<file path="config.mk">
export PLATFORM = sky130hd
export DESIGN_NAME = url_percent_encoder
export DESIGN_NICKNAME = d
export VERILOG_FILES = /design/src/sv/urlpe_pkg.sv /design/src/sv/urlpe_front.sv /design/src/sv/urlpe_queue.sv /design/src/sv/urlpe_back.sv /design/src/sv/url_percent_encoder.sv
export VERILOG_INCLUDE_DIRS = /design/src /design/src/sv
export SDC_FILE = /design/constraint.sdc
export NUM_CORES = 1
export LEC_CHECK = 0
export ABC_AREA = 1
export BUFFER_PORTS_ARGS = -buffer_cell sky130_fd_sc_hd__buf_2
export CAP_MARGIN = 20
export CORE_ASPECT_RATIO = 0.7
export CORE_MARGIN = 10
export CORE_UTILIZATION = 49
export DETAILED_ROUTE_END_ITERATION = 10
export GPL_ROUTABILITY_DRIVEN = 0
export HOLD_SLACK_MARGIN = 0.1
export PLACE_DENSITY = 0.68
export SLEW_MARGIN = 20
export SYNTH_ARGS = -nofsm -noshare
export SYNTH_HDL_FRONTEND = slang
export SYNTH_SLANG_ARGS = --single-unit
</file>
<file path="constraint.sdc">
create_clock -name clk -period 4.1 [get_ports clk]
set_input_delay 0.41 -clock clk [delete_from_list [all_inputs] [get_ports clk]]
set_output_delay 0.41 -clock clk [all_outputs]
set_load 0.1 [all_outputs]
</file>
<file path="src/sv/assert_macros.svh">
// ----------------------------------------------------------------------------
// assertion macros
// concurrent assertion helpers, compiled out when ASSERT_OFF is defined
// ----------------------------------------------------------------------------
`ifndef ASSERT_MACROS_SVH
`define ASSERT_MACROS_SVH

`ifndef ASSERT_OFF
`define ASSERT_IMPLIES(label, clk, rst_n, ante, cons) \
  label: assert property (@(posedge clk) disable iff (!rst_n) (ante) |-> (cons)) \
    else $error("assertion failed");
`define ASSERT_NEXT(label, clk, rst_n, ante, cons) \
  label: assert property (@(posedge clk) disable iff (!rst_n) (ante) |=> (cons)) \
    else $error("assertion failed");
`else
`define ASSERT_IMPLIES(label, clk, rst_n, ante, cons)
`define ASSERT_NEXT(label, clk, rst_n, ante, cons)
`endif

`endif

</file>
<file path="src/sv/urlpe_pkg.sv">
// ----------------------------------------------------------------------------
// urlpe_pkg
// shared types, constants and helpers of the url percent encoder
// ----------------------------------------------------------------------------
`default_nettype none

package urlpe_pkg;

  localparam int unsigned QDEPTH = 2;
  localparam int unsigned QPTR_W = (QDEPTH > 1) ? $clog2(QDEPTH) : 1;
  localparam int unsigned QCNT_W = $clog2(QDEPTH + 1);

  localparam logic [7:0] CH_PERCENT = 8'h25;
  localparam logic [7:0] CH_DOT     = 8'h2E;
  localparam logic [7:0] CH_SLASH   = 8'h2F;
  localparam logic [7:0] CH_DASH    = 8'h2D;
  localparam logic [7:0] CH_COLON   = 8'h3A;
  localparam logic [7:0] CH_ZERO    = 8'h30;
  localparam logic [7:0] CH_NINE    = 8'h39;
  localparam logic [7:0] CH_UP_A    = 8'h41;
  localparam logic [7:0] CH_UP_F    = 8'h46;
  localparam logic [7:0] CH_UP_Z    = 8'h5A;
  localparam logic [7:0] CH_LO_A    = 8'h61;
  localparam logic [7:0] CH_LO_Z    = 8'h7A;
  localparam logic [7:0] HEX_NUM_OFS = 8'd48;
  localparam logic [7:0] HEX_ALPHA_OFS = 8'd55;

  // classified item between front and back
  typedef struct packed {
    logic [7:0] data;
    logic       esc;
  } urlpe_entry_t;

  // back serializer phase
  typedef enum logic [1:0] {
    PH_HEAD,
    PH_HI,
    PH_LO
  } urlpe_phase_t;

  function automatic logic passes_through(input logic [7:0] c);
    logic digit, upper, lower, punct;
    digit = (c >= CH_ZERO) && (c <= CH_NINE);
    upper = (c >= CH_UP_A) && (c <= CH_UP_Z);
    lower = (c >= CH_LO_A) && (c <= CH_LO_Z);
    punct = (c == CH_DOT) || (c == CH_SLASH) || (c == CH_DASH) || (c == CH_COLON);
    return digit || upper || lower || punct;
  endfunction

  function automatic logic [7:0] hex_digit(input logic [3:0] nib);
    logic [7:0] wide;
    wide = {4'd0, nib};
    return (nib > 4'd9) ? (wide + HEX_ALPHA_OFS) : (wide + HEX_NUM_OFS);
  endfunction

endpackage

`default_nettype wire

</file>
<file path="src/sv/urlpe_front.sv">
// ----------------------------------------------------------------------------
// urlpe_front
// accepts raw bytes, classifies them and hands them to the queue
// ----------------------------------------------------------------------------
`default_nettype none

module urlpe_front (
  input  wire logic                   clk,
  input  wire logic                   rst_n,
  input  wire logic                   in_valid,
  output logic                        in_ready,
  input  wire logic [7:0]             in_byte,
  output logic                        push_valid,
  input  wire logic                   push_ready,
  output urlpe_pkg::urlpe_entry_t     push_entry
);
  import urlpe_pkg::*;

  logic         valid_r, valid_nxt;
  urlpe_entry_t entry_r, entry_nxt;
  logic         take;

  assign in_ready   = !valid_r || push_ready;
  assign take       = in_valid && in_ready;
  assign push_valid = valid_r;
  assign push_entry = entry_r;

  always_comb begin
    valid_nxt = valid_r;
    entry_nxt = entry_r;
    if (take) begin
      valid_nxt      = 1'b1;
      entry_nxt.data = in_byte;
      entry_nxt.esc  = !passes_through(in_byte);
    end else if (push_ready) begin
      valid_nxt = 1'b0;
    end
  end

  always_ff @(posedge clk) begin
    if (!rst_n) begin
      valid_r <= 1'b0;
    end else begin
      valid_r <= valid_nxt;
    end
  end

  always_ff @(posedge clk) begin
    entry_r <= entry_nxt;
  end

endmodule

`default_nettype wire

</file>
<file path="src/sv/urlpe_queue.sv">
// ----------------------------------------------------------------------------
// urlpe_queue
// short fifo of classified bytes between front and back
// ----------------------------------------------------------------------------
`default_nettype none

module urlpe_queue (
  input  wire logic                       clk,
  input  wire logic                       rst_n,
  input  wire logic                       push_valid,
  output logic                            push_ready,
  input  wire urlpe_pkg::urlpe_entry_t    push_entry,
  output logic                            pop_valid,
  input  wire logic                       pop_ready,
  output urlpe_pkg::urlpe_entry_t         pop_entry,
  output logic [urlpe_pkg::QCNT_W-1:0]    level
);
  import urlpe_pkg::*;

  urlpe_entry_t      mem_r [QDEPTH];
  logic [QPTR_W-1:0] wr_ptr_r, wr_ptr_nxt;
  logic [QPTR_W-1:0] rd_ptr_r, rd_ptr_nxt;
  logic [QCNT_W-1:0] count_r, count_nxt;
  logic              do_push, do_pop;

  assign push_ready = (count_r != QCNT_W'(QDEPTH));
  assign pop_valid  = (count_r != '0);
  assign pop_entry  = mem_r[rd_ptr_r];
  assign level      = count_r;
  assign do_push    = push_valid && push_ready;
  assign do_pop     = pop_valid && pop_ready;

  function automatic logic [QPTR_W-1:0] ptr_inc(input logic [QPTR_W-1:0] p);
    return (p == QPTR_W'(QDEPTH - 1)) ? '0 : p + 1'b1;
  endfunction

  always_comb begin
    wr_ptr_nxt = do_push ? ptr_inc(wr_ptr_r) : wr_ptr_r;
    rd_ptr_nxt = do_pop  ? ptr_inc(rd_ptr_r) : rd_ptr_r;
    count_nxt  = count_r;
    if (do_push && !do_pop) begin
      count_nxt = count_r + 1'b1;
    end else if (do_pop && !do_push) begin
      count_nxt = count_r - 1'b1;
    end
  end

  always_ff @(posedge clk) begin
    if (!rst_n) begin
      wr_ptr_r <= '0;
      rd_ptr_r <= '0;
      count_r  <= '0;
    end else begin
      wr_ptr_r <= wr_ptr_nxt;
      rd_ptr_r <= rd_ptr_nxt;
      count_r  <= count_nxt;
    end
  end

  always_ff @(posedge clk) begin
    if (do_push) begin
      mem_r[wr_ptr_r] <= push_entry;
    end
  end

endmodule

`default_nettype wire

</file>
<file path="src/sv/urlpe_back.sv">
// ----------------------------------------------------------------------------
// urlpe_back
// serializes each queued byte into one or three output characters
// ----------------------------------------------------------------------------
`default_nettype none

module urlpe_back (
  input  wire logic                       clk,
  input  wire logic                       rst_n,
  input  wire logic                       pop_valid,
  output logic                            pop_ready,
  input  wire urlpe_pkg::urlpe_entry_t    pop_entry,
  output logic                            out_valid,
  input  wire logic                       out_ready,
  output logic [7:0]                      out_byte,
  output logic                            out_run_last
);
  import urlpe_pkg::*;

  urlpe_phase_t phase_r, phase_nxt;
  logic         out_valid_r, out_valid_nxt;
  logic [7:0]   out_byte_r, out_byte_nxt;
  logic         out_last_r, out_last_nxt;
  logic [7:0]   cur_r, cur_nxt;
  logic         slot_free;

  assign slot_free    = !out_valid_r || out_ready;
  assign out_valid    = out_valid_r;
  assign out_byte     = out_byte_r;
  assign out_run_last = out_last_r;

  // next phase
  always_comb begin
    phase_nxt = phase_r;
    if (slot_free) begin
      unique case (phase_r)
        PH_HEAD: if (pop_valid && pop_entry.esc) phase_nxt = PH_HI;
        PH_HI:   phase_nxt = PH_LO;
        PH_LO:   phase_nxt = PH_HEAD;
        default: phase_nxt = PH_HEAD;
      endcase
    end
  end

  // output register and pop
  always_comb begin
    pop_ready     = 1'b0;
    out_valid_nxt = out_valid_r;
    out_byte_nxt  = out_byte_r;
    out_last_nxt  = out_last_r;
    cur_nxt       = cur_r;
    if (slot_free) begin
      unique case (phase_r)
        PH_HEAD: begin
          pop_ready     = 1'b1;
          out_valid_nxt = pop_valid;
          cur_nxt       = pop_entry.data;
          out_byte_nxt  = pop_entry.esc ? CH_PERCENT : pop_entry.data;
          out_last_nxt  = !pop_entry.esc;
        end
        PH_HI: begin
          out_valid_nxt = 1'b1;
          out_byte_nxt  = hex_digit(cur_r[7:4]);
          out_last_nxt  = 1'b0;
        end
        PH_LO: begin
          out_valid_nxt = 1'b1;
          out_byte_nxt  = hex_digit(cur_r[3:0]);
          out_last_nxt  = 1'b1;
        end
        default: begin
          out_valid_nxt = 1'b0;
        end
      endcase
    end
  end

  always_ff @(posedge clk) begin
    if (!rst_n) begin
      phase_r     <= PH_HEAD;
      out_valid_r <= 1'b0;
    end else begin
      phase_r     <= phase_nxt;
      out_valid_r <= out_valid_nxt;
    end
  end

  always_ff @(posedge clk) begin
    out_byte_r <= out_byte_nxt;
    out_last_r <= out_last_nxt;
    cur_r      <= cur_nxt;
  end

endmodule

`default_nettype wire

</file>
<file path="src/sv/url_percent_encoder.sv">
// ----------------------------------------------------------------------------
// url_percent_encoder
// url percent encoding of a byte stream, one raw byte in per beat
// ----------------------------------------------------------------------------
// in_valid/in_ready carry one raw byte per beat on in_byte. out_valid/out_ready
// carry one encoded character per beat on out_byte; out_run_last marks the
// final character produced by an input byte.
// digits, letters and . / - : come out as themselves (one beat); any other
// byte comes out as '%' and two upper-case hex digits (three beats).
// an accepted byte passes through the front register, then a queue entry, then
// the output register; a full queue or a held out_ready can stall it between.
// throughput: one output beat per cycle while out_ready stays high, set by the
// output serializer; so one input per cycle for pass-through bytes, while an
// escaped byte holds the serializer for its three characters. the front keeps
// accepting while the queue has room.
// reset (synchronous, rst_n low) empties the front stage, the queue and the
// output register and returns the serializer phase to its head.
// when the receiver holds out_ready low the output beat holds, the queue
// fills, and in_ready drops once front and queue are full.
// ----------------------------------------------------------------------------
`default_nettype none

`include "assert_macros.svh"

module url_percent_encoder (
  input  wire logic       clk,
  input  wire logic       rst_n,
  input  wire logic       in_valid,
  output logic            in_ready,
  input  wire logic [7:0] in_byte,
  output logic            out_valid,
  input  wire logic       out_ready,
  output logic [7:0]      out_byte,
  output logic            out_run_last
);
  import urlpe_pkg::*;

  logic              push_valid, push_ready;
  urlpe_entry_t      push_entry;
  logic              pop_valid, pop_ready;
  urlpe_entry_t      pop_entry;
  logic [QCNT_W-1:0] q_level;
  logic              esc_char_ok;

  urlpe_front u_front (
    .clk        (clk),
    .rst_n      (rst_n),
    .in_valid   (in_valid),
    .in_ready   (in_ready),
    .in_byte    (in_byte),
    .push_valid (push_valid),
    .push_ready (push_ready),
    .push_entry (push_entry)
  );

  urlpe_queue u_queue (
    .clk        (clk),
    .rst_n      (rst_n),
    .push_valid (push_valid),
    .push_ready (push_ready),
    .push_entry (push_entry),
    .pop_valid  (pop_valid),
    .pop_ready  (pop_ready),
    .pop_entry  (pop_entry),
    .level      (q_level)
  );

  urlpe_back u_back (
    .clk          (clk),
    .rst_n        (rst_n),
    .pop_valid    (pop_valid),
    .pop_ready    (pop_ready),
    .pop_entry    (pop_entry),
    .out_valid    (out_valid),
    .out_ready    (out_ready),
    .out_byte     (out_byte),
    .out_run_last (out_run_last)
  );

  assign esc_char_ok = (out_byte == CH_PERCENT) ||
                       ((out_byte >= CH_ZERO) && (out_byte <= CH_NINE)) ||
                       ((out_byte >= CH_UP_A) && (out_byte <= CH_UP_F));

  // queue never overfills
  `ASSERT_IMPLIES(a_q_level, clk, rst_n, 1'b1, q_level <= QCNT_W'(QDEPTH))
  // an escape sequence continues without a gap
  `ASSERT_NEXT(a_esc_cont, clk, rst_n, out_valid && out_ready && !out_run_last, out_valid)
  // inside an escape sequence only '%' or hex digits appear
  `ASSERT_IMPLIES(a_esc_chars, clk, rst_n, out_valid && !out_run_last, esc_char_ok)

endmodule

`default_nettype wire

</file>
==> flow_summary.toml, run 1 <==
[worst_setup_path]
crit_chain = "inv_1 > ha_1 > inv_1 > a21oi_2 > nand2_2 > ha_1 > a21oi_1 > o21ai_0 > o21ai_0 > a21oi_1"
crit_start = "u_back.phase_r[1]$_SDFFE_PN0P_"
path_buf_inv = 2
cp-start-kind = "flop"
arrival_ns = 2.05
endpoint_kind = "flop"
cp_max_fo = 5
crit_family = "compound AO/OA/AOI/OAI gates"
cpMaxStageDelayCell = "dfxtp_1"
rr_worst_depth = 10
regToRegStartpoint = "u_back.phase_r[1]$_SDFFE_PN0P_"
crit_required_ns = 4.29
cpPeakStageDelay_ns = 0.37
critPathKind = "flop to flop"
r2r_end = "u_queue.level[1]$_SDFFE_PN0P_"
regToRegSetupSlack_ns = 2.24

[sta]
period_minus_slack_ns = 1.86
grt_setup_unrepaired = "no"
tightest_slew_ns = 0.817
slew_viol_final = 0
fin_ws_ns = 2.24
fmax_mhz = 538
finalHoldViolations = 0
fin_crit_sh_pct = 45.3
setup_violations = 0
relSlewSlack_pct = 45.4
setup_tns_ns = 0
skew_ns = 0.00726

[drt]
drt-total-wl_um = 3660
vias_per_cell = 4.85
drc = 0
ant_nets = 0
first_pass_iters = 4
wl_per_cell_um = 12.0
dr_total_vias = 1474
drt_iter0_markers = 49

[clock_network]
cts_hold_repair.buffers = 0
clock_sinks = 53
ctsResizeCount = 0
post_cts_buffers = 0
numCtsBuffers = 5
root_buffer = "clkbuf_8"
tritoncts = "built"
clk-insertion-delay-late_ns = 0.30
max-clock-path-buffers = 2
path_clk_slew_ns = 0.10
htreeDepth = 2

[power]
clkPwrFrac_pct = 13.9
ir_drop_uv = 280
p_switching_w = 0.000964
share_seq_of_total_power_pct = 40.9
total_power_w = 0.00207
p_sw_share_pct = 46.5
p_int_w = 0.00111
comb_power_share_pct = 45.2
p_per_area_nw_per_um2 = 794
p_leak_nw = 1.11

[die]
dieWidth_um = 103
die_h_um = 78.1
num_rows = 21
die_area_um2 = 8040
io_pins = 23
initial_utilization_pct = 49.9
core_um2 = 4730

[yosys]
synth.avg_cell_area_um2 = 10.7
syn_inst = 220
ys_types = 26
synth-seq-cells = 53
syn-num-nets = 243
netlist_area_um2 = 2360
synth_seq_area_share_pct = 63.6
yosys_warnings = 0

[placement]
hpwlAfterDp_um = 2710
place_ws_ns = 2.28
io_buffers = 22

[finish]
nNetsFinal = 269
drive_above_1_share_pct = 17.0
fillers = 422
diodes = 0
multi_input_area_um2 = 739
syn_to_final_growth_pct = 10.5
seq_area_um2 = 1500

[min_path]
min_from = "in_byte[7]"
hold_end = "u_front.push_entry[8]$_DFFE_PP_"
min_path_cells = 1
min_path_type = "input pin to flop"

[global_route]
grt_pass1_vias = 1303
grt.overflow.total = 0
antenna_found_initial = 0
grt_usage_pct = 9.37
grt_max_degree = 18
grt_pass1_wl_um = 5930

[outcome]
run_status = "completed"

[flow_run]
cap_violations = 0
==> power by group through the flow <==
stage                     clock (W)  sequential (W)  combinational [W]
after detailed placement          0        0.000860           0.000937
after CTS                  0.000295        0.000847           0.000941
after global placement            0        0.000861           0.000936
after global routing       0.000312        0.000868            0.00103
final                      0.000288        0.000848           0.000937
after floorplan                   0         0.00117           0.000471
==> cell usage in the layout, fill, tap and decap left out <==
cell / count
clkinvlp_4: 1
xor2_2: 1
edfxtp_1: 44
o21ai_1: 1
nand2_4: 1
o22ai_1: 1
clkinv_1: 1
a31oi_1: 1
o211ai_1: 2
dfxtp_1: 9
or2_0: 1
nand2_1: 59
nand3_1: 14
buf_2: 22
o21bai_1: 1
nand3b_1: 1
or2_2: 1
nor2_1: 14
a21oi_2: 1
nand2_2: 4
inv_6: 2
o21ai_2: 3
inv_2: 1
clkbuf_8: 5
inv_1: 23
o21ai_0: 10
a21oi_1: 12
ha_1: 11
==> metrics by stage <==
stage	util, %	cells	cell area, um2	hold WS (ns)
after CTS	55.2	304	2610	0.284
final	55.2	304	2610	0.293
after detailed placement	53.3	296	2520	0.431
after global placement	53.3	296	2520	0.425
after floorplan	-	220	2360	0.421
after global routing	55.2	304	2610	0.283
==> metal layers <==
metal	track usage [%]	up-vias	wire [um]
met5	0	-	0
met4	4.57	0	55
met3	2.97	4	174
met2	13.0	29	1510
met1	12.9	652	1920
li1	-	789	-
==> sequential cells by signal, summed over array words and instances, names as in the netlist, named ones only <==
signal               cells
u_back.out_run_last      1
u_back.phase_r           2
u_queue.level            2
u_queue.rd_ptr_r         1
u_front.push_entry       9
u_back.cur_r             8
u_queue.mem_r           18
u_queue.wr_ptr_r         1
u_back.out_valid         1
u_back.out_byte          8
u_front.push_valid       1
==> Yosys cell counts (all sizes together) <==
master / n / area [um2]
dfxtp: 9 / 180
a31oi: 1 / 6.26
a21oi: 13 / 68.8
nor2: 14 / 52.6
xor2: 1 / 16.3
nand3b: 1 / 7.51
o21ai: 14 / 81.3
or2: 2 / 12.5
o22ai: 1 / 6.26
ha: 11 / 138
inv: 25 / 98.8
edfxtp: 44 / 1320
nand2: 64 / 258
o21bai: 1 / 7.51
buf: 3 / 21.3
nand3: 14 / 70.1
o211ai: 2 / 15.0
==> layout make-up <==
cell class	instances	share of cell area, %
Clock inverter	3	0.767
Inverter	25	3.79
Sequential cell	53	57.5
Timing Repair Buffer	22	4.22
Multi-Input combinational cell	139	28.3
Clock buffer	5	2.64
Tap cell	57	2.73
==> logic make-up (layout without fill, tap and decap cells) <==
kind of cell               Yosys count  in the layout  share of synthesized area, %
and+or+nand+nor                     95             95                          17.0
DFF                                 53             53                          63.6
AOI/OAI and AO/OA                   32             32                          7.84
buffers and inverters               28             55                          5.09
adders and majority gates           11             11                          5.83
xor gates and xnor gates             1              1                         0.689
==> worst max-delay path by stage <==
stage	endpoint	slack, ns	cells after the start
after floorplan	u_queue.level[1]$_SDFFE_PN0P_	1.91	9
after global placement	u_back.out_byte[7]$_DFFE_PP_	2.30	4
after detailed placement	u_queue.level[1]$_SDFFE_PN0P_	2.28	10
after CTS	u_queue.level[1]$_SDFFE_PN0P_	2.26	10
after global routing	u_queue.level[1]$_SDFFE_PN0P_	2.10	10
final	u_queue.level[1]$_SDFFE_PN0P_	2.24	10
No activity file was read; power rests on OpenSTA's default activity.
==> inputs of run 2 (changes only) <==
Settings changed: PLACE_DENSITY 0.68 to 0.71.
Clock period 4.1 ns to 1.6 ns, I/O delays scaled along.
==> run 2 against run 1 <==
Net effect: final area is 13% higher; cell count increased by 11%; worst setup slack worse by 2.2 ns; clock-buffer cell count unchanged.
==> flow_summary.toml, run 2 (same netlist as run 1, synthesis figures left out) <==
[outcome]
run_status = "completed"

[sta]
period_minus_slack_ns = 1.58
setup_tns_ns = 0
setup_violations = 0
finalHoldViolations = 0
grt_setup_unrepaired = "yes"
fin_crit_sh_pct = 98.6
fmax_mhz = 634
slew_viol_final = 0
hold_ws_ns = 0.113
tightest_slew_ns = 0.489
skew_ns = 0.00681
relSlewSlack_pct = 67.6

[die]
initial_utilization_pct = 49.9
num_rows = 21
die_area_um2 = 8040
core_um2 = 4730
dieWidth_um = 103
io_pins = 23
die_h_um = 78.1

[finish]
layout_common_cells = "nand2_1 (57), edfxtp_1 (44), buf_4 (26)"
syn_to_final_growth_pct = 25.3
multi_input_area_um2 = 807
largest_reg_flops = 18
final_common_cell = "nand2_1"
largest_register = "u_queue.mem_r"
fillers = 388
nNetsFinal = 303
drive_above_1_share_pct = 30.2
seq_area_um2 = 1510
diodes = 0

[placement]
hpwlAfterDp_um = 3160
io_buffers = 22

[clock_network]
root_buffer = "clkbuf_8"
clk-insertion-delay-late_ns = 0.30
tritoncts = "built"
path_clk_slew_ns = 0.10
htreeDepth = 2
numCtsBuffers = 5
clock_sinks = 53
max-clock-path-buffers = 2

[worst_setup_path]
arrival_ns = 1.78
cpPeakStageDelay_ns = 0.33
cp_max_fo = 2
cp-start-kind = "flop"
crit_required_ns = 1.80
cpMaxStageDelayCell = "dfxtp_2"
endpoint_kind = "flop"
critPathKind = "flop to flop"
crit_chain = "inv_2 > ha_4 > inv_1 > a21oi_2 > nand2_2 > ha_4 > a21oi_2 > o21ai_2 > o21ai_1 > a21oi_1"

[global_route]
grt_pass1_vias = 1529
grt.overflow.total = 0
grt_pass1_wl_um = 7160
grt_usage_pct = 11.1
grt_max_degree = 18
antenna_found_initial = 0

[flow_run]
cap_violations = 0

[drt]
drt-total-wl_um = 4550
first_pass_iters = 4
ant_nets = 0
drc = 0
drt_iter0_markers = 70
vias_per_cell = 5.03
wl_per_cell_um = 13.5
dr_total_vias = 1701

[min_path]
min_path_type = "input pin to flop"

[power]
p_per_area_nw_per_um2 = 2050
p_leak_nw = 1.27
ir_drop_uv = 603
total_power_w = 0.00607
-- run 2: changes by cell type in the layout (fill, tap and decap cells not counted), moves of 2 or more --
| cell | delta |
|---|---|
| ha_2 | +2 |
| inv_1 | -4 |
| inv_2 | +4 |
| dlygate4sd3_1 | +8 |
| nand2_1 | -2 |
| dfxtp_1 | -3 |
| buf_4 | +26 |
| dfxtp_2 | +2 |
| nand2_2 | +2 |
| o21ai_0 | -2 |
| ha_4 | +3 |
| ha_1 | -5 |
-- run 2: worst max-delay path, delay by kind of cell, from the launching register on --
| family | cells | cell delay (ns) |
|---|---|---|
| buffers and inverters | 2 | 0.12 |
| DFF | 1 | 0.33 |
| AOI/OAI and AO/OA | 5 | 0.53 |
| adders and majority gates | 2 | 0.40 |
| and+or+nand+nor | 1 | 0.11 |
-- run 2: report_power, final --
group / total, W / internal [W] / switching, W
logic: 0.00314 / 0.00104 / 0.00210
registers: 0.00218 / 0.00198 / 0.000200
clock network: 0.000749 / 0.000309 / 0.000440
total: 0.00607 / 0.00332 / 0.00274
-- run 2: what timing repair did --
action	CTS	global route
pin swaps	1	6
endpoints found under the hold margin	8	0
buffers inserted	0	8
endpoints found under the setup margin	3	6
hold buffers	8	0
gates resized for setup	5	15
-- run 2: final cells by class --
class	instances	share of cell area, %
Sequential cell	53	51.0
Multi-Input combinational cell	139	27.3
Timing Repair Buffer	56	13.0
Inverter	25	3.34
Tap cell	57	2.41
Clock buffer	5	2.33
Clock inverter	3	0.677
-- run 2: layer usage --
layer  track usage, %  vias up  wire length (um)
met5                0        -                 0
met1             14.6      800              2090
li1                 -      853                 -
met4             3.46        0                40
met3             3.59        4               308
met2             17.1       44              2110
-- run 2: path summary, 6_finish.rpt --
path                                    from                              end  slack [ns]  cells past startpoint
max           u_back.phase_r[1]$_SDFFE_PN0P_    u_queue.level[1]$_SDFFE_PN0P_        0.02                     10
min                                 in_valid  u_front.push_valid$_SDFFE_PN0P_        0.11                      3
max reg2reg   u_back.phase_r[1]$_SDFFE_PN0P_    u_queue.level[1]$_SDFFE_PN0P_        0.02                     10
min reg2reg  u_front.push_entry[6]$_DFFE_PP_    u_queue.mem_r[1][6]$_DFFE_PP_        0.45                      0
-- run 2: metrics by stage --
stage	utilization [%]	setup slack, ns	area [um2]	instances
finish	62.6	0.0226	2960	338
global route	62.6	-0.0676	2960	338
CTS	60.3	0.00239	2850	330
detailed placement	56.3	-0.0695	2670	314
global placement	56.3	-0.0181	2670	314
floorplan	-	-0.145	2370	220
